==> config.mk <==
export PLATFORM = sky130hd
export DESIGN_NAME = fastq_filter_flag_dropper
export DESIGN_NICKNAME = d
export VERILOG_FILES = /design/src/design/fqd_pkg.sv /design/src/design/fqd_hdr_mem.sv /design/src/design/fqd_scan.sv /design/src/design/fastq_filter_flag_dropper.sv
export SDC_FILE = /design/constraint.sdc
export NUM_CORES = 1
export LEC_CHECK = 0
export BUFFER_PORTS_ARGS = -buffer_cell sky130_fd_sc_hd__buf_2
export CAP_MARGIN = 20
export CORE_MARGIN = 1.5
export CORE_UTILIZATION = 57
export CTS_CLUSTER_SIZE = 28
export DETAILED_ROUTE_END_ITERATION = 8
export GPL_TIMING_DRIVEN = 1
export PLACE_DENSITY = 0.76
export SKIP_CTS_REPAIR_TIMING = 1
export SYNTH_ARGS = -nofsm -noshare
export SYNTH_HDL_FRONTEND = slang
export SYNTH_SLANG_ARGS = --single-unit
==> constraint.sdc <==
create_clock -name clk_i -period 2.6 [get_ports clk_i]
set_clock_uncertainty 0.1 [all_clocks]
set_input_delay 0.26 -clock clk_i [delete_from_list [all_inputs] [get_ports clk_i]]
set_output_delay 0.26 -clock clk_i [all_outputs]
set_load 0.05 [all_outputs]
==> src/design/fqd_pkg.sv <==
package fqd_pkg;

  // Depth of the header buffer and the width of an index into it.
  localparam int HdrBytes = 63;
  localparam int HdrAw    = $clog2(HdrBytes);

  localparam logic [7:0] CharNl    = 8'd10;
  localparam logic [7:0] CharSpace = 8'd32;
  localparam logic [7:0] CharColon = 8'd58;
  localparam logic [7:0] CharFlag  = 8'd89;

  // Space and colon counts saturate here.
  localparam logic [1:0] CountSat = 2'd2;

  typedef enum logic [1:0] {
    FlagEmpty = 2'd0,
    FlagY     = 2'd1,
    FlagOther = 2'd2
  } flag_e;

  typedef struct packed {
    logic [1:0] spaces;
    logic [1:0] colons;
    flag_e      flag;
  } hdr_scan_t;

  typedef enum logic [1:0] {
    StIdle,
    StRead,
    StSend,
    StTail
  } fqd_state_e;

  typedef struct packed {
    logic [7:0] data_byte;
    logic       stream_end;
  } fqd_in_t;

  typedef struct packed {
    logic [7:0] out_byte;
    logic       header_overflow;
    logic       last;
  } fqd_out_t;

endpackage

==> src/design/fqd_hdr_mem.sv <==
module fqd_hdr_mem
  import fqd_pkg::*;
(
  input  logic             clk_i,
  input  logic             we_i,
  input  logic [HdrAw-1:0] waddr_i,
  input  logic [7:0]       wdata_i,
  input  logic             re_i,
  input  logic [HdrAw-1:0] raddr_i,
  output logic [7:0]       rdata_o
);

  logic [7:0] mem_q [HdrBytes];
  logic [7:0] rdata_q;

  always_ff @(posedge clk_i) begin
    if (we_i) begin
      mem_q[waddr_i] <= wdata_i;
    end
  end

  always_ff @(posedge clk_i) begin
    if (re_i) begin
      rdata_q <= mem_q[raddr_i];
    end
  end

  assign rdata_o = rdata_q;

endmodule

==> src/design/fqd_scan.sv <==
module fqd_scan
  import fqd_pkg::*;
(
  input  logic [7:0] data_byte_i,
  input  hdr_scan_t  scan_i,
  output hdr_scan_t  scan_o,
  output logic       drop_cur_o,
  output logic       drop_nxt_o
);

  function automatic logic flag_set(hdr_scan_t s);
    return (s.spaces == 2'd1) && (s.colons != 2'd0) && (s.flag == FlagY);
  endfunction

  always_comb begin
    scan_o = scan_i;
    if (data_byte_i == CharSpace) begin
      if (scan_i.spaces != CountSat) begin
        scan_o.spaces = scan_i.spaces + 2'd1;
      end
    end else if (scan_i.spaces == 2'd1) begin
      if (data_byte_i == CharColon) begin
        if (scan_i.colons != CountSat) begin
          scan_o.colons = scan_i.colons + 2'd1;
        end
      end else if (scan_i.colons == 2'd1) begin
        // Only the field between the first and second colon is judged.
        scan_o.flag = (scan_i.flag == FlagEmpty && data_byte_i == CharFlag) ? FlagY : FlagOther;
      end
    end
  end

  assign drop_cur_o = flag_set(scan_i);
  assign drop_nxt_o = flag_set(scan_o);

endmodule

==> src/design/fastq_filter_flag_dropper.sv <==
// FASTQ record filter: bytes of FASTQ text enter one per transfer and the bytes of kept records
// leave one per transfer, in order, with last set on the final output of each input byte. A
// record whose header has exactly one space and "Y" as the second colon-separated field after
// it is dropped whole. Header bytes are held in a 63-byte buffer as they enter; at the header's
// newline (or at stream end) a kept header is read back from that buffer, each byte read in
// state StRead and then sent in state StSend, and no input is taken meanwhile. Sequence,
// separator and quality bytes pass at one per cycle while the output is not stalled. A header
// longer than the buffer is sent out with header_overflow set and its record is kept. No
// clearing pass is needed after reset.
module fastq_filter_flag_dropper
  import fqd_pkg::*;
(
  input  logic     clk_i,
  input  logic     rst_ni,
  input  logic     in_valid_i,
  output logic     in_stall_o,
  input  fqd_in_t  in_data_i,
  output logic     out_valid_o,
  input  logic     out_stall_i,
  output fqd_out_t out_data_o
);

  fqd_state_e state_q, state_d;
  logic [1:0] line_q, line_d;
  hdr_scan_t  scan_q, scan_d, scan_nxt;
  logic [HdrAw-1:0] len_q, len_d;
  logic drop_q, drop_d;
  logic unchk_q, unchk_d;
  logic [HdrAw-1:0] fl_cnt_q, fl_cnt_d, fl_idx_q, fl_idx_d;
  logic fl_ov_q, fl_ov_d;
  logic tail_en_q, tail_en_d;
  logic [7:0] tail_byte_q, tail_byte_d;
  logic out_valid_q, out_valid_d;
  fqd_out_t out_q, out_d;

  logic slot_free, acc, drop_cur, drop_nxt;
  logic mem_we, mem_re;
  logic [7:0] mem_rdata;
  logic [7:0] c;
  logic fl_final;

  assign c         = in_data_i.data_byte;
  assign slot_free = !out_valid_q || !out_stall_i;
  assign in_stall_o = !((state_q == StIdle) && slot_free);
  assign acc       = in_valid_i && !in_stall_o;
  assign fl_final  = (fl_idx_q == fl_cnt_q - HdrAw'(1));

  fqd_scan u_scan (
    .data_byte_i (c),
    .scan_i      (scan_q),
    .scan_o      (scan_nxt),
    .drop_cur_o  (drop_cur),
    .drop_nxt_o  (drop_nxt)
  );

  fqd_hdr_mem u_mem (
    .clk_i   (clk_i),
    .we_i    (mem_we),
    .waddr_i (len_q),
    .wdata_i (c),
    .re_i    (mem_re),
    .raddr_i (fl_idx_q),
    .rdata_o (mem_rdata)
  );

  always_comb begin
    state_d     = state_q;
    line_d      = line_q;
    scan_d      = scan_q;
    len_d       = len_q;
    drop_d      = drop_q;
    unchk_d     = unchk_q;
    fl_cnt_d    = fl_cnt_q;
    fl_idx_d    = fl_idx_q;
    fl_ov_d     = fl_ov_q;
    tail_en_d   = tail_en_q;
    tail_byte_d = tail_byte_q;
    out_valid_d = out_valid_q && out_stall_i;
    out_d       = out_q;
    mem_we      = 1'b0;
    mem_re      = 1'b0;

    unique case (state_q)
      StIdle: begin
        if (acc) begin
          if (line_q == 2'd0) begin
            if (unchk_q) begin
              out_valid_d = 1'b1;
              out_d       = '{out_byte: c, header_overflow: 1'b1, last: 1'b1};
              if (c == CharNl) begin
                unchk_d = 1'b0;
                drop_d  = 1'b0;
                line_d  = 2'd1;
                scan_d  = '0;
                len_d   = '0;
              end
            end else if (c == CharNl) begin
              if (drop_cur) begin
                drop_d = 1'b1;
              end else begin
                drop_d = 1'b0;
                if (len_q == '0) begin
                  out_valid_d = 1'b1;
                  out_d       = '{out_byte: CharNl, header_overflow: 1'b0, last: 1'b1};
                end else begin
                  fl_cnt_d    = len_q;
                  fl_idx_d    = '0;
                  fl_ov_d     = 1'b0;
                  tail_en_d   = 1'b1;
                  tail_byte_d = CharNl;
                  state_d     = StRead;
                end
              end
              line_d = 2'd1;
              scan_d = '0;
              len_d  = '0;
            end else if (len_q < HdrAw'(HdrBytes)) begin
              mem_we = 1'b1;
              len_d  = len_q + HdrAw'(1);
              scan_d = scan_nxt;
              // A header cut short by stream end is judged as if it had ended.
              if (in_data_i.stream_end && !drop_nxt) begin
                fl_cnt_d  = len_q + HdrAw'(1);
                fl_idx_d  = '0;
                fl_ov_d   = 1'b0;
                tail_en_d = 1'b0;
                state_d   = StRead;
              end
            end else begin
              fl_cnt_d    = len_q;
              fl_idx_d    = '0;
              fl_ov_d     = 1'b1;
              tail_en_d   = 1'b1;
              tail_byte_d = c;
              state_d     = StRead;
              unchk_d     = 1'b1;
              drop_d      = 1'b0;
              scan_d      = '0;
              len_d       = '0;
            end
          end else begin
            if (!drop_q) begin
              out_valid_d = 1'b1;
              out_d       = '{out_byte: c, header_overflow: 1'b0, last: 1'b1};
            end
            if (c == CharNl) begin
              line_d = line_q + 2'd1;
              if (line_q == 2'd3) begin
                drop_d = 1'b0;
              end
            end
          end
          if (in_data_i.stream_end) begin
            line_d  = '0;
            scan_d  = '0;
            len_d   = '0;
            drop_d  = 1'b0;
            unchk_d = 1'b0;
          end
        end
      end
      StRead: begin
        mem_re  = 1'b1;
        state_d = StSend;
      end
      StSend: begin
        if (slot_free) begin
          out_valid_d = 1'b1;
          out_d = '{out_byte: mem_rdata, header_overflow: fl_ov_q,
                    last: fl_final && !tail_en_q};
          if (fl_final) begin
            state_d = tail_en_q ? StTail : StIdle;
          end else begin
            fl_idx_d = fl_idx_q + HdrAw'(1);
            state_d  = StRead;
          end
        end
      end
      StTail: begin
        if (slot_free) begin
          out_valid_d = 1'b1;
          out_d       = '{out_byte: tail_byte_q, header_overflow: fl_ov_q, last: 1'b1};
          state_d     = StIdle;
        end
      end
      default: state_d = StIdle;
    endcase
  end

  always_ff @(posedge clk_i or negedge rst_ni) begin
    if (!rst_ni) begin
      state_q <= StIdle;
    end else begin
      state_q <= state_d;
    end
  end

  always_ff @(posedge clk_i or negedge rst_ni) begin
    if (!rst_ni) begin
      line_q      <= '0;
      scan_q      <= '0;
      len_q       <= '0;
      drop_q      <= 1'b0;
      unchk_q     <= 1'b0;
      out_valid_q <= 1'b0;
    end else begin
      line_q      <= line_d;
      scan_q      <= scan_d;
      len_q       <= len_d;
      drop_q      <= drop_d;
      unchk_q     <= unchk_d;
      out_valid_q <= out_valid_d;
    end
  end

  always_ff @(posedge clk_i) begin
    fl_cnt_q    <= fl_cnt_d;
    fl_idx_q    <= fl_idx_d;
    fl_ov_q     <= fl_ov_d;
    tail_en_q   <= tail_en_d;
    tail_byte_q <= tail_byte_d;
    out_q       <= out_d;
  end

  assign out_valid_o = out_valid_q;
  assign out_data_o  = out_q;

endmodule

======== Word-level counts from Yosys, hierarchy flattened ========
Memory sizes are Yosys's and may differ from the RTL's. A register that Yosys moved wholly into a read port is not among the register bits.
Index checks and enable logic that the tools add are counted.
Widths: inputs -> output; s select.
storage, ports and cells
  flip-flop bits (word level) ............. 51
  bits in writable memories ............... 504
  bits of input ports ..................... 13
  output and inout bits ................... 12
  logic and storage cells ................. 207
  memories ................................ 1
memory list
  name         words  bits a word  read ports  clocked after Yosys merged registers in  wr ports  RTL line           source
  u_mem.mem_q  63     8            1           1                                        1         fqd_hdr_mem.sv:13  logic [7:0] mem_q [HdrBytes];
cells by class
  $add $sub $neg .......................... 6
  $lt $le $gt $ge ......................... 1
  eq/ne operators ......................... 35
  multiplexer cells ....................... 108
  bitwise operators ....................... 1
  reductions and logical operators ........ 38
operators by type and width
  operator             number
  $mux 6               26
  $mux 10              9
  $mux 2               23
  $mux 1               40
  $mux 8               4
  $pmux 10 s3          1
  $ne 2x2->1 const B   10
  $eq 8x6->1 const B   2
  $reduce_and 8->1     2
  $reduce_and 7->1     2
  $add 6x1->6 const B  2
  $eq 2x1->1 const B   6
  $ne 4x3->1 const B   3
  $pmux 6 s2           1
  $logic_and 1x1->1    10
  $reduce_bool 2->1    5
  $ne 3x2->1 const B   3
  $ne 3x3->1 const B   3
  $reduce_and 9->1     1
  $reduce_bool 3->1    3
  $eq 8x4->1 const B   1
  $eq 8x7->1 const B   1
  $mux 4               2
  $pmux 2 s4           1
  17 further kinds     28

======== Depth between registers and ports, before layout ========
  depth in word-level cells ............... 19
  mapped depth ............................ 10
  mapped depth without buffers ............ 8

======== Modules after synthesis ========
A second synthesis with hierarchy kept.
second synthesis, totals
  cell total of the unflattened synthesis .. 1242
  area total of the unflattened synthesis .. 22954.5 um^2
by module, submodules not included
  module                     instances  cells each  area each (um^2)  sequential area each (um^2)
  fqd_hdr_mem                1          951         19924.1           15374.7
  fastq_filter_flag_dropper  1          251         2730.1            1436.4
  fqd_scan                   1          40          300.3             0.0

======== Worst setup path before layout ========
Ideal clock, no wire load.
  path kind ............................... register -> register
  start point ............................. reg len_q[3]
  end point ............................... reg out_q (netlist bit out_data_o[0]), enable pin
  library setup time ...................... 0.380 ns
  data arrival time ....................... 2.132 ns
  required time ........................... 2.120 ns
  setup slack ............................. -0.012 ns
  stages on the path, launching flop included .. 7
  buffers on the path ..................... 1
  period minus slack after synthesis ...... 2.612 ns
  cells stage by stage .................... dfrtp_1 or3_1 buf_2 or3b_4 o21ai_1 a41oi_1 a21oi_1
between the ends
  longest elaborated chain between the ends .. 3
ends and longest elaborated chain
  what                        RTL line                          source
  start, declared             fastq_filter_flag_dropper.sv:26   logic [HdrAw-1:0] len_q, len_d;
  start signal, assigned      fastq_filter_flag_dropper.sv:209  len_q <= len_d;
  $logic_not 6->1             fastq_filter_flag_dropper.sv:102  if (len_q == '0) begin
  $ne 4x3->1 (no line)        -
  $reduce_and 8->1 (no line)  -
  end signal, assigned        fastq_filter_flag_dropper.sv:222  out_q <= out_d;
  end, declared               fastq_filter_flag_dropper.sv:34   fqd_out_t out_q, out_d;
No other way between the ends.
A chain may end at the register's enable or synchronous reset.

==> results.tsv <==
metric	value	unit
status	finished with violations	
failing checks	hold timing	
Synth Area in Adders	0.599	%
number of synthesized flops with an enable pin	544	
Die X	204	um
starting DRC count in detailed routing	1382	
TritonCTS clock tree	done	
Critical Path End Type	flop	
Starting Density	57.8	%
peak supply drop	0.660	mV
Worst-Skew Late Latency	0.60	ns
setup TNS	0	ns
most instantiated library cell after synthesis	edfxtp_1	
clock share of power	31.4	%
Worst Max-Slew Pin Slew	0.780	ns
Mapped Area	0.0230	mm^2
period utilization	98.4	%
Die Ht	204	um
via count	12499	
Clock Sinks	563	
post-layout util	66.6	%
met1 GRT Util	36.2	%
warnings from Yosys	0	
Synth Instances	1256	
hpwl dp	32700	um
endpoints failing setup	0	
RSZ-0062 raised after global routing	no	
largest family of logic cells by synthesized area	multiplexers	
FF+latch count, synth	563	
Cell Int Power	18000	uW
global-route wire length before repair	77200	um
Gate power share	26.7	%
vias per cell	6.26	
IO Count	25	
minimum clock period	2.56	ns
clk buf depth	3	
HP Class	in -> reg	
1st-pass router iterations	5	
maximum level of the CTS H-tree	2	
port bufs	24	
ant diodes	0	
area of placed instances	0.0246	mm^2
top post-synthesis cells by area	edfxtp_1 71%, mux4_2 10%, dfrtp_1 2.1%	
Final Hold Violating Endpoints	2	
fin. max-slew vios	0	
full die area	0.0415	mm^2
Top Usage Layer GRT	met2	
grt met3 use	4.20	%
max cap viols	0	
mean routed wirelength per cell	25.7	um
fmax	391	MHz
final net count	1456	
Seq/Total Area, Yosys	73.1	%
global route overflow	0	
pre-CTS WS	-0.0454	ns
simple-gate share of the synthesized area	6.26	%
final routed DRC violation total	0	
Leakage	0.00881	uW
global-route usage over all layers	25.5	%
Crit Path Category	reg -> reg	
Crit Path Max Fanout	30	
P&R area growth vs syn	15.2	%
XOR/XNOR Fraction of Synth Area	0.457	%
Sequential Power Share	41.9	%
cell taking the most area after synthesis	edfxtp_1	
layout cells sized above 1	28.0	%
Mapped Nets	1280	
WP data required	2.85	ns
met2 Use GR	40.3	%
smallest hold slack	-0.0174	ns
Core Region	0.0397	mm^2
Yosys top cell area share	71.1	%
Main synth FF type	edfxtp_1	
aggregate routed wire length	51400	um
Worst-path clk slew	0.06	ns
Synth Area in Compound Gates	4.21	%
Row Count	73	
worst r2r path cells	7	
worst endpoint data arrival time	2.81	ns
Rel. slew slack	48.0	%
syn_area_per_cell	18.3	um^2
largest net degree at the start of global routing	67	
Setup WS post-layout	0.0419	ns
pwr dens	952	mW/mm^2
RePlAce Congestion	0.869	
crit path launch type	flop	
Post-DRT Antenna Nets	0	
CTS root buf	clkbuf_16	
vias in the first global route	12390	
Net Sw Power	7230	uW
hold path cells	3	
fillers	2499	
post-synthesis cell type count	70	
multiplexer area fraction after synthesis	12.9	%
asr flop ratio synth	3.37	%
Num CTS Buffers	54	
Synth top cells by count	544 x edfxtp_1, 105 x nor2_1, 102 x mux4_2, 63 x nand2_1, 27 x o21ai_0	
finished layout cell area	0.0265	mm^2
Sw Share	28.7	%
initial antenna violation count	0	
[layer usage]
| layer | wire length (um) | vias to the layer above |
|---|---|---|
| li1 | - | 5396 |
| met1 | 20500 | 6349 |
| met4 | 1670 | 0 |
| met2 | 24700 | 654 |
| met5 | 0 | - |
| met3 | 4550 | 100 |
[power by group through the flow]
| stage | logic [uW] | clock network (uW) | registers [uW] |
|---|---|---|---|
| floorplan | 4300 | 0 | 10800 |
| global placement | 6440 | 0 | 10700 |
| detailed placement | 6530 | 0 | 10800 |
| CTS | 6590 | 8010 | 10600 |
| global route | 7140 | 8360 | 10600 |
| finish | 6730 | 7920 | 10600 |
[cell usage in the layout (no fill, tap or decap), drive strengths merged, types with 13 or more instances in the layout]
master | synthesis | layout
inv | 15 | 17
nor2 | 107 | 107
nand2 | 64 | 64
nor2b | 16 | 16
dfrtp | 19 | 19
a21oi | 18 | 18
nor4 | 13 | 13
o21ai | 34 | 34
mux4 | 114 | 114
o22ai | 20 | 20
mux2 | 20 | 20
nand2b | 14 | 14
clkinv | 0 | 17
clkbuf | 21 | 68
a22oi | 18 | 18
edfxtp | 544 | 544
buf | 48 | 189
nand3 | 24 | 24
[flip-flops by register name, indices dropped and copies added, names as in the netlist]
name,flops
state_q,2
unchk_q,1
len_q,6
fl_cnt_q,6
fl_ov_q,1
tail_en_q,1
scan_q,6
fl_idx_q,6
drop_q,1
u_mem.mem_q,504
out_valid_o,1
out_data_o,10
line_q,2
u_mem.rdata_o,8
tail_byte_q,8
[per-stage QoR]
stage	instances	power (uW)
2_1_floorplan	1256	15200
3_3_place_gp	1895	17200
3_5_place_dp	1895	17300
4_1_cts	1992	25200
5_1_grt	1998	26100
6_report	1998	25200
[layout make-up]
class	instances	area, um^2	area share [%]
inverters	15	56.3	0.213
multi-input cells	606	5640	21.3
repair buffers	192	1540	5.80
flip-flops and latches	563	16800	63.5
clock buffers	67	1420	5.37
well taps	525	657	2.48
clock inverters	30	355	1.34
[critical path: stages, from the launching register on]
cell,delay [ns]
edfxtp_1,0.46
buf_12,0.28
buf_6,0.20
mux4_2,0.53
o22a_1,0.24
o21ai_1,0.27
buf_4,0.16
o21ai_1,0.05
[logic make-up after synthesis]
group	Yosys count
simple gates	291
flops	563
fa+ha+maj	11
mux	146
xor+xnor	12
buf+inv	87
compound gates	146
[final timing paths]
path	from	endpoint	slack [ns]
worst max-delay path	fl_idx_q[1]	u_mem.rdata_o[6]	0.04
worst min-delay path	in_valid_i	out_valid_o	-0.02
worst max register to register	fl_idx_q[1]	u_mem.rdata_o[6]	0.04
worst min register to register	drop_q	drop_q	0.43
max in group asynchronous	rst_ni	len_q[3]	1.98
min in group asynchronous	rst_ni	state_q[0]	0.09
No activity file was read; power rests on OpenSTA's default activity.
